**config.mk**
```make
export PLATFORM = sky130hd
export DESIGN_NAME = grid_strict_local_max_marker_core
export DESIGN_NICKNAME = d
export VERILOG_FILES = /design/src/design/glm_pkg.sv /design/src/design/grid_strict_local_max_marker_core.sv /design/src/design/glm_cell.sv /design/src/design/glm_rq.sv
export VERILOG_INCLUDE_DIRS = /design/src /design/src/design
export SDC_FILE = /design/constraint.sdc
export NUM_CORES = 2
export LEC_CHECK = 0
export BUFFER_PORTS_ARGS = -buffer_cell sky130_fd_sc_hd__buf_2
export CAP_MARGIN = 40
export CELL_PAD_IN_SITES_DETAIL_PLACEMENT = 2
export CELL_PAD_IN_SITES_GLOBAL_PLACEMENT = 2
export CORE_AREA = 2 2 307 309
export CTS_CLUSTER_DIAMETER = 30
export DETAILED_ROUTE_END_ITERATION = 16
export DIE_AREA = 0 0 309 311
export GPL_TIMING_DRIVEN = 0
export PLACE_DENSITY = 0.92
export SLEW_MARGIN = 20
export SYNTH_ARGS = -nofsm -noshare
export SYNTH_HDL_FRONTEND = slang
export SYNTH_SLANG_ARGS = --single-unit
```
**constraint.sdc**
```tcl
create_clock -name clk -period 106.4 [get_ports clk]
set_input_delay 15.96 -clock clk [delete_from_list [all_inputs] [get_ports clk]]
set_output_delay 15.96 -clock clk [all_outputs]
set_load 0.01 [all_outputs]
```
**src/design/grid_strict_local_max_marker_core_assert.svh**
```systemverilog
// Assertion macros shared by the grid local maximum marker modules.
`ifndef GRID_STRICT_LOCAL_MAX_MARKER_CORE_ASSERT_SVH
`define GRID_STRICT_LOCAL_MAX_MARKER_CORE_ASSERT_SVH
`ifndef NO_ASSERTIONS
// Check a condition at every clock edge out of reset.
`define GLM_ASSERT(label, cond) \
  label: assert property (@(posedge clk) disable iff (!rst_n) (cond)) \
    else $error("glm check failed");
// Check that a condition holds in the cycle after a trigger.
`define GLM_ASSERT_NEXT(label, pre, post) \
  label: assert property (@(posedge clk) disable iff (!rst_n) (pre) |=> (post)) \
    else $error("glm sequence check failed");
`else
`define GLM_ASSERT(label, cond)
`define GLM_ASSERT_NEXT(label, pre, post)
`endif
`endif

```
**src/design/glm_pkg.sv**
```systemverilog
// Types, constants and helpers shared by the grid local maximum marker.
`default_nettype none
package glm_pkg;

  localparam int unsigned GLM_MAX_SIDE = 128;
  localparam int unsigned GLM_DW       = 4;
  localparam int unsigned GLM_RQ_DEPTH = 4;
  localparam logic [7:0]  GLM_SIDE_RST = 8'd8;

  // One result item
  typedef struct packed {
    logic [GLM_DW-1:0] depth;
    logic              cav;
    logic              last;
  } res_t;

  // Up to two result items pushed at once; the second only with the first
  typedef struct packed {
    logic v0;
    logic v1;
    res_t d0;
    res_t d1;
  } rq_wr_t;

  // Per-cell control of the line chain
  typedef struct packed {
    logic shift;
    logic tail;
  } cell_ctl_t;

  // Clamp the configured side into 1..max_side and return side minus one
  function automatic int unsigned glm_side_m1(logic [7:0] side, int unsigned max_side);
    int unsigned s;
    s = int'(side);
    if (s == 0) return 0;
    if (s > max_side) return max_side - 1;
    return s - 1;
  endfunction

endpackage
`default_nettype wire

```
**src/design/grid_strict_local_max_marker_core.sv**
```systemverilog
// A result item enters the result queue at the edge that accepts its item and is offered once the items ahead go.
// One item per cycle while the result queue has room; in the grid's last row each item yields two results,
// so the single output port holds the input back there.
// The line chain shifts one cell per accepted item; no clearing pass follows reset.
// Reset clears position, window and queue, and sets the side to eight.
`default_nettype none
module grid_strict_local_max_marker_core
  import glm_pkg::*;
#(
  parameter int unsigned MAX_SIDE = GLM_MAX_SIDE
) (
  input  wire logic              clk,
  input  wire logic              rst_n,
  input  wire logic              cfg_we,
  input  wire logic [7:0]        cfg_grid_side,
  input  wire logic              in_valid,
  output logic                   in_stall,
  input  wire logic [GLM_DW-1:0] in_depth_in,
  output logic                   out_valid,
  input  wire logic              out_stall,
  output logic      [GLM_DW-1:0] out_depth_out,
  output logic                   out_is_cavity,
  output logic                   out_last
);

  localparam int unsigned CW = $clog2(MAX_SIDE);
  localparam int unsigned EW = 2 * GLM_DW;

  logic [CW-1:0]     side_m1_r, side_m1_nxt;
  logic [CW-1:0]     row_count_r, row_count_nxt;
  logic [CW-1:0]     col_count_r, col_count_nxt;
  logic [GLM_DW-1:0] window_r, window_nxt;

  logic [EW-1:0]     cell_q [MAX_SIDE];
  logic [EW-1:0]     ins_d;
  logic              accept;
  logic              room;
  logic              final_row, final_col, interior, cav;
  logic [GLM_DW-1:0] center, up, right;
  rq_wr_t            wr;
  res_t              out_d;

  assign accept    = in_valid && !in_stall;
  assign in_stall  = !room;

  // Neighbours: cell 0 holds this column, cell 1 the next one
  assign center    = cell_q[0][GLM_DW-1:0];
  assign up        = cell_q[0][EW-1:GLM_DW];
  assign right     = cell_q[1][GLM_DW-1:0];
  assign final_row = (row_count_r == side_m1_r);
  assign final_col = (col_count_r == side_m1_r);
  assign interior  = (row_count_r >= CW'(2)) && (col_count_r != '0) && !final_col;
  assign cav       = interior && (center > up) && (center > in_depth_in)
                     && (center > window_r) && (center > right);
  assign ins_d     = {center, in_depth_in};

  // Line chain: every cell shifts on accept, the new entry lands at the side's tail
  for (genvar i = 0; i < MAX_SIDE; i++) begin : g_cell
    cell_ctl_t     ctl;
    logic [EW-1:0] next_d;
    assign ctl.shift = accept;
    assign ctl.tail  = (side_m1_r == CW'(i));
    if (i == MAX_SIDE - 1) begin : g_end
      assign next_d = ins_d;
    end else begin : g_mid
      assign next_d = cell_q[i+1];
    end
    glm_cell #(.W(EW)) u_cell (
      .clk    (clk),
      .ctl    (ctl),
      .ins_d  (ins_d),
      .next_d (next_d),
      .q      (cell_q[i])
    );
  end

  // Build the result items: lagged row first, then the last-row border item
  always_comb begin
    wr          = '0;
    wr.d0.depth = center;
    wr.d0.cav   = cav;
    wr.d0.last  = 1'b0;
    wr.d1.depth = in_depth_in;
    wr.d1.cav   = 1'b0;
    wr.d1.last  = final_col;
    if (accept) begin
      if (row_count_r != '0) begin
        wr.v0 = 1'b1;
        wr.v1 = final_row;
      end else if (final_row) begin
        wr.v0 = 1'b1;
        wr.d0 = wr.d1;
      end
    end
  end

  // Advance position and window; a configuration write restarts the grid
  always_comb begin
    side_m1_nxt   = side_m1_r;
    row_count_nxt = row_count_r;
    col_count_nxt = col_count_r;
    window_nxt    = window_r;
    if (cfg_we) begin
      side_m1_nxt   = CW'(glm_side_m1(cfg_grid_side, MAX_SIDE));
      row_count_nxt = '0;
      col_count_nxt = '0;
      window_nxt    = '0;
    end else if (accept) begin
      if (final_col) begin
        col_count_nxt = '0;
        window_nxt    = '0;
        row_count_nxt = final_row ? '0 : row_count_r + CW'(1);
      end else begin
        col_count_nxt = col_count_r + CW'(1);
        window_nxt    = center;
      end
    end
  end

  always_ff @(posedge clk) begin
    if (!rst_n) begin
      side_m1_r   <= CW'(glm_side_m1(GLM_SIDE_RST, MAX_SIDE));
      row_count_r <= '0;
      col_count_r <= '0;
      window_r    <= '0;
    end else begin
      side_m1_r   <= side_m1_nxt;
      row_count_r <= row_count_nxt;
      col_count_r <= col_count_nxt;
      window_r    <= window_nxt;
    end
  end

  // Hold results until the consumer takes them
  glm_rq #(.DEPTH(GLM_RQ_DEPTH)) u_rq (
    .clk       (clk),
    .rst_n     (rst_n),
    .wr        (wr),
    .room      (room),
    .out_valid (out_valid),
    .out_stall (out_stall),
    .out_d     (out_d)
  );

  assign out_depth_out = out_d.depth;
  assign out_is_cavity = out_d.cav;
  assign out_last      = out_d.last;

`include "grid_strict_local_max_marker_core_assert.svh"
  `GLM_ASSERT(a_pos_bound, (col_count_r <= side_m1_r) && (row_count_r <= side_m1_r))
  `GLM_ASSERT(a_last_is_border, !(out_valid && out_is_cavity && out_last))
  `GLM_ASSERT_NEXT(a_cfg_restart, cfg_we, (col_count_r == '0) && (row_count_r == '0))

endmodule
`default_nettype wire

```
**src/design/glm_cell.sv**
```systemverilog
// One cell of the line chain: holds a column's two stored digits.
`default_nettype none
module glm_cell
  import glm_pkg::*;
#(
  parameter int unsigned W = 2 * GLM_DW
) (
  input  wire logic         clk,
  input  wire cell_ctl_t    ctl,
  input  wire logic [W-1:0] ins_d,
  input  wire logic [W-1:0] next_d,
  output logic      [W-1:0] q
);

  logic [W-1:0] q_r;
  logic [W-1:0] q_nxt;

  // Advance from the neighbour, or take the new entry at the tail cell
  always_comb begin
    q_nxt = q_r;
    if (ctl.shift) begin
      q_nxt = ctl.tail ? ins_d : next_d;
    end
  end

  always_ff @(posedge clk) begin
    q_r <= q_nxt;
  end

  assign q = q_r;

endmodule
`default_nettype wire

```
**src/design/glm_rq.sv**
```systemverilog
// Result queue: takes up to two result items a cycle, hands out one.
`default_nettype none
module glm_rq
  import glm_pkg::*;
#(
  parameter int unsigned DEPTH = GLM_RQ_DEPTH
) (
  input  wire logic   clk,
  input  wire logic   rst_n,
  input  wire rq_wr_t wr,
  output logic        room,
  output logic        out_valid,
  input  wire logic   out_stall,
  output res_t        out_d
);

  localparam int unsigned AW   = $clog2(DEPTH);
  localparam int unsigned CNTW = $clog2(DEPTH + 1);

  res_t            mem_r   [DEPTH];
  res_t            mem_nxt [DEPTH];
  logic [AW-1:0]   wr_ptr_r, wr_ptr_nxt;
  logic [AW-1:0]   rd_ptr_r, rd_ptr_nxt;
  logic [CNTW-1:0] cnt_r, cnt_nxt;
  logic [AW-1:0]   wr_ptr_p1;
  logic            pop;

  assign wr_ptr_p1 = wr_ptr_r + AW'(1);
  assign pop       = out_valid && !out_stall;
  assign out_valid = (cnt_r != '0);
  assign out_d     = mem_r[rd_ptr_r];
  assign room      = (cnt_r <= CNTW'(DEPTH - 2));

  // Write the first item at the write pointer, the second just after it
  always_comb begin
    for (int j = 0; j < DEPTH; j++) begin
      mem_nxt[j] = mem_r[j];
      if (wr.v0 && (wr_ptr_r == AW'(j))) begin
        mem_nxt[j] = wr.d0;
      end else if (wr.v1 && (wr_ptr_p1 == AW'(j))) begin
        mem_nxt[j] = wr.d1;
      end
    end
  end

  // Advance pointers and fill count
  always_comb begin
    wr_ptr_nxt = wr_ptr_r + AW'(wr.v0) + AW'(wr.v1);
    rd_ptr_nxt = rd_ptr_r + AW'(pop);
    cnt_nxt    = cnt_r + CNTW'(wr.v0) + CNTW'(wr.v1) - CNTW'(pop);
  end

  always_ff @(posedge clk) begin
    for (int j = 0; j < DEPTH; j++) begin
      mem_r[j] <= mem_nxt[j];
    end
  end

  always_ff @(posedge clk) begin
    if (!rst_n) begin
      wr_ptr_r <= '0;
      rd_ptr_r <= '0;
      cnt_r    <= '0;
    end else begin
      wr_ptr_r <= wr_ptr_nxt;
      rd_ptr_r <= rd_ptr_nxt;
      cnt_r    <= cnt_nxt;
    end
  end

`include "grid_strict_local_max_marker_core_assert.svh"
  `GLM_ASSERT(a_rq_cnt_bound, cnt_r <= CNTW'(DEPTH))
  `GLM_ASSERT(a_rq_push_room, !wr.v0 || room)
  `GLM_ASSERT(a_rq_pair_order, !wr.v1 || wr.v0)

endmodule
`default_nettype wire
```
==> flow_summary.ini, run 1 <==
[status]
status = aborted with a tool error
haltStage = global routing (5_1_grt)
error_message = [ERROR GRT-0232] Routing congestion too high. Check the congestion heatmap in the GUI.

[place]
portBuffers = 24
gp_congestion = 0.8479
place_area_sq_um = 49980
dp_hpwl_um = 127500
post-place-ws_ns = 86.98

[logic_synthesis]
ys_ff_latch = 1080
synth_area_sq_um = 46930
syn-num-nets = 3080
synthTopCellsByArea = edfxtp_1, mux2_2, o21ai_0
synth_edf_count = 1048
yosys_warnings = 0
synth_top_area_cell = edfxtp_1
syn_avg_cell_area_sq_um = 15.47
yosys.area.top_type_share_pct = 67.06
syn-instance-count = 3034
synthFlopType = edfxtp_1
yosysUniqueCellTypes = 57
ys_seq_area_share_pct = 68.43
async_reset_ff_share_pct = 0

[clock_network]
clock-sinks = 1080
ctsLongestPathBuffers = 3
post_cts_resized = 0
htree_levels = 4
cts_made_buffers = 219
cts_hold_buf = 0
cts_root_buf = clkbuf_16
post_cts_buffers = 0

[grt]
gr-usage-all-layers_pct = 65.87
overflow = 7
antenna_found_initial = 76
grt_max_degree = 61

[floorplanning]
ios = 25
rows = 112
dieWidth_um = 309
initial_utilization_pct = 50.58
dieHeight_um = 311
-- cell usage after synthesis (4+ instances only) --
cell	instances
edfxtp_1	1048
mux2_1	8
buf_2	35
ha_1	26
and2_1	9
mux2_2	761
clkbuf_1	172
nor3_1	9
or3_1	8
buf_4	8
a211oi_1	5
o21ai_0	279
nand4_1	9
xor2_1	21
nor3b_1	4
and3_1	7
nor2_2	13
dfxtp_1	32
inv_1	30
nand3_1	14
nand2_2	16
mux4_2	6
nand2b_1	4
nor2_4	30
xnor2_1	6
nor2_1	24
nand2_1	369
o21a_1	6
or2_2	5
nor2b_1	8
a21oi_1	15
o22ai_1	7
-- layer usage --
metal | GRT usage [%] | GRT overflow
met4 | 69.01 | 4
met3 | 43.33 | 0
met2 | 85.67 | 3
met1 | 67.02 | 0
met5 | 9.960 | 0
-- stage by stage --
stage	std cells	hold WS (ns)	utilization [%]
detailed placement	4395	0.4913	53.88
floorplan	3034	0.4363	-
CTS	4807	0.4996	61.84
global placement	4312	0.4535	52.40
-- cells by family after synthesis --
group / after synthesis / share of synthesized area, %
XOR/XNOR: 27 / 0.5040
adder cells (fa/ha/maj): 31 / 0.8639
AND/OR/NAND/NOR: 556 / 5.818
buffers and inverters: 248 / 2.144
flip-flops: 1080 / 68.43
AO/OA/AOI/OAI: 317 / 3.498
multiplexers: 775 / 18.74
==> inputs of run 2 (changes only) <==
--- a/config.mk
+++ b/config.mk
@@ -8,14 +8,11 @@
 export LEC_CHECK = 0
 export BUFFER_PORTS_ARGS = -buffer_cell sky130_fd_sc_hd__buf_2
 export CAP_MARGIN = 40
-export CELL_PAD_IN_SITES_DETAIL_PLACEMENT = 2
-export CELL_PAD_IN_SITES_GLOBAL_PLACEMENT = 2
-export CORE_AREA = 2 2 307 309
-export CTS_CLUSTER_DIAMETER = 30
+export CORE_AREA = 2 2 346 348
 export DETAILED_ROUTE_END_ITERATION = 16
-export DIE_AREA = 0 0 309 311
+export DIE_AREA = 0 0 348 350
 export GPL_TIMING_DRIVEN = 0
-export PLACE_DENSITY = 0.92
+export PLACE_DENSITY_LB_ADDON = 0.15
 export SLEW_MARGIN = 20
 export SYNTH_ARGS = -nofsm -noshare
 export SYNTH_HDL_FRONTEND = slang
==> flow_summary.ini, run 2 <==
[layout]
largest_register_ffs = 1024
drive_gt1_share_pct = 35.04
post-route-util_pct = 45.88
final_common_cell = edfxtp_1
fillers = 10230
multiInputGateArea_sq_um = 13850
final_cells = 4895
ff_latch_area_sq_um = 32110
layout_common_cells = edfxtp_1, mux2_2, nand2_1
fin_area_sq_um = 54040
nets = 3313
syn_to_final_growth_pct = 15.15

[worst_setup_path]
slowest_delay_ns = 0.65
slowest_stage = clkbuf_4
worst-path-max-fanout = 55
critical-path-top-delay-family = buffers and inverters
path_buf_inv = 9
critPathKind = in2reg
crit_top_cell = buf_12
arrival_ns = 18.99
path_cells = buf_2, o21ai_0, clkinv_1, clkbuf_4, buf_16, buf_12, buf_12, buf_12, buf_16, buf_12
crit_required_ns = 106.80
cp-end-kind = flop
start_kind = primary input

[grt]
grt_pass1_vias = 27030
antenna_found_initial = 21
grt_pass1_wl_um = 192100
gr-usage-all-layers_pct = 21.88
overflow = 0
grt_max_degree = 60

[clock_network]
post_cts_buffers = 0
clk_latency_ns = 0.73
post_cts_resized = 0
clock-sinks = 1080
cts_root_buf = clkbuf_16
ctsLongestPathBuffers = 3
htree_levels = 3
cts.reportedPaths.clkPinSlew_ns = 0.06
cts_hold_buf = 0
cts_made_buffers = 116
cts_tree = done

[logic_synthesis]
yosysMostFrequentCell = edfxtp_1
yosys_warnings = 0
synth_common_cells = edfxtp_1, mux2_2, nand2_1
synth_top_area_cell = edfxtp_1
synthTopCellsByArea = edfxtp_1, mux2_2, o21ai_0
syn_avg_cell_area_sq_um = 15.47
synth_area_sq_um = 46930
yosysUniqueCellTypes = 57
ys_ff_latch = 1080
syn-num-nets = 3080
ys_seq_area_share_pct = 68.43
synth_edf_count = 1048
synthFlopType = edfxtp_1
async_reset_ff_share_pct = 0
yosys.area.top_type_share_pct = 67.06
syn-instance-count = 3034

[detailed_routing]
vias = 26780
routed_wl_um = 133500
vias_per_cell = 5.471
drt_iter0_drc = 2917
drcViolationCount = 0
antenna_left = 0
wl_per_cell_um = 27.26
dr.pass1.iters = 5

[floorplanning]
initial_utilization_pct = 39.85
dieWidth_um = 348
die-area_sq_um = 121800
ios = 25
rows = 126
core-area_sq_um = 117800
dieHeight_um = 350

[place]
dp_hpwl_um = 90510
post-place-ws_ns = 87.05
gp_congestion = 0.8363
place_area_sq_um = 50450
portBuffers = 24
dp.cells = 4681

[sta]
hold_viol_final = 0
maxSlewViolCount = 0
rsz0062_at_grt = no
finClkSkew_ns = 0.02463
fin_crit_ns = 18.59
fmax_mhz = 53.78
slew_headroom_pct = 36.63
final-setup-viol-count = 0
worst_pin_slew_ns = 0.9505
setup_tns_ns = 0
finalCritPeriodShare_pct = 17.48
hold_ws_ns = 0.4637
post-route-worst-setup-slack_ns = 87.81

[power_and_ir_drop]
p_per_area_nw_per_um2 = 24.31
power_mw = 1.314
power_leakage_nw = 18.60
ir_worst_vdd_mv = 0.01343

[status]
status = complete, no violations

[flow_run]
maxCapViolCount = 0

[hold_path]
hold_class = reg2reg
==> run 2: cell counts after synthesis <==
Identical to the previous run, type by type.
==> run 2: worst reg2reg max path, stage by stage (launching register included) <==
cell and delay [ns]:
dfxtp_1 0.33, nor3b_1 0.26, o21ai_0 0.22, clkinv_1 0.22, clkbuf_4 0.66, buf_16 0.37
buf_12 0.31, buf_12 0.29, buf_12 0.32, buf_16 0.31, buf_12 0.28
==> run 2: layer usage <==
layer	track usage [%]	routed length (um)	part of all wire [%]
met5	0	13	0.0097
met4	6.803	4209	3.2
met3	3.450	8087	6.1
met2	34.68	61660	46
met1	30.97	59490	45
==> run 2: final cells by class <==
type / count / share of cell area [%]
diodes: 3 / 0.01389
plain buffers: 217 / 1.704
clock buffers: 147 / 5.587
clock inverters: 60 / 0.9494
inverters: 31 / 0.2153
multi-input cells: 1706 / 25.63
flip-flops and latches: 1080 / 59.43
well taps: 1536 / 3.557
repair buffers: 115 / 2.922
==> run 2: path summary, 6_finish.rpt <==
kind / from / end / cells after the start / slack [ns]
worst max register to register: u_rq.cnt_r[0] / g_cell[77].u_cell.q[3] / 10 / 102.49
worst min register to register: window_r[3] / window_r[3] / 2 / 0.46
worst min-delay path: window_r[3] / window_r[3] / 2 / 0.46
worst max-delay path: in_valid / g_cell[77].u_cell.q[3] / 10 / 87.81
==> run 2: cell families after synthesis <==
family,after synthesis,synth area share [%]
compound gates,317,3.498
mux,775,18.74
simple gates,556,5.818
xor+xnor,27,0.5040
buf+inv,248,2.144
flops,1080,68.43
fa+ha+maj,31,0.8639
==> run 2: power breakdown <==
part | internal [mW] | total (mW) | switching [mW] | leakage [nW]
Clock | 0.217 | 0.387 | 0.170 | 1.72
Combinational | 0.0967 | 0.257 | 0.161 | 6.65
Sequential | 0.636 | 0.669 | 0.0335 | 10.2
Power figures use the tool's default switching activity.
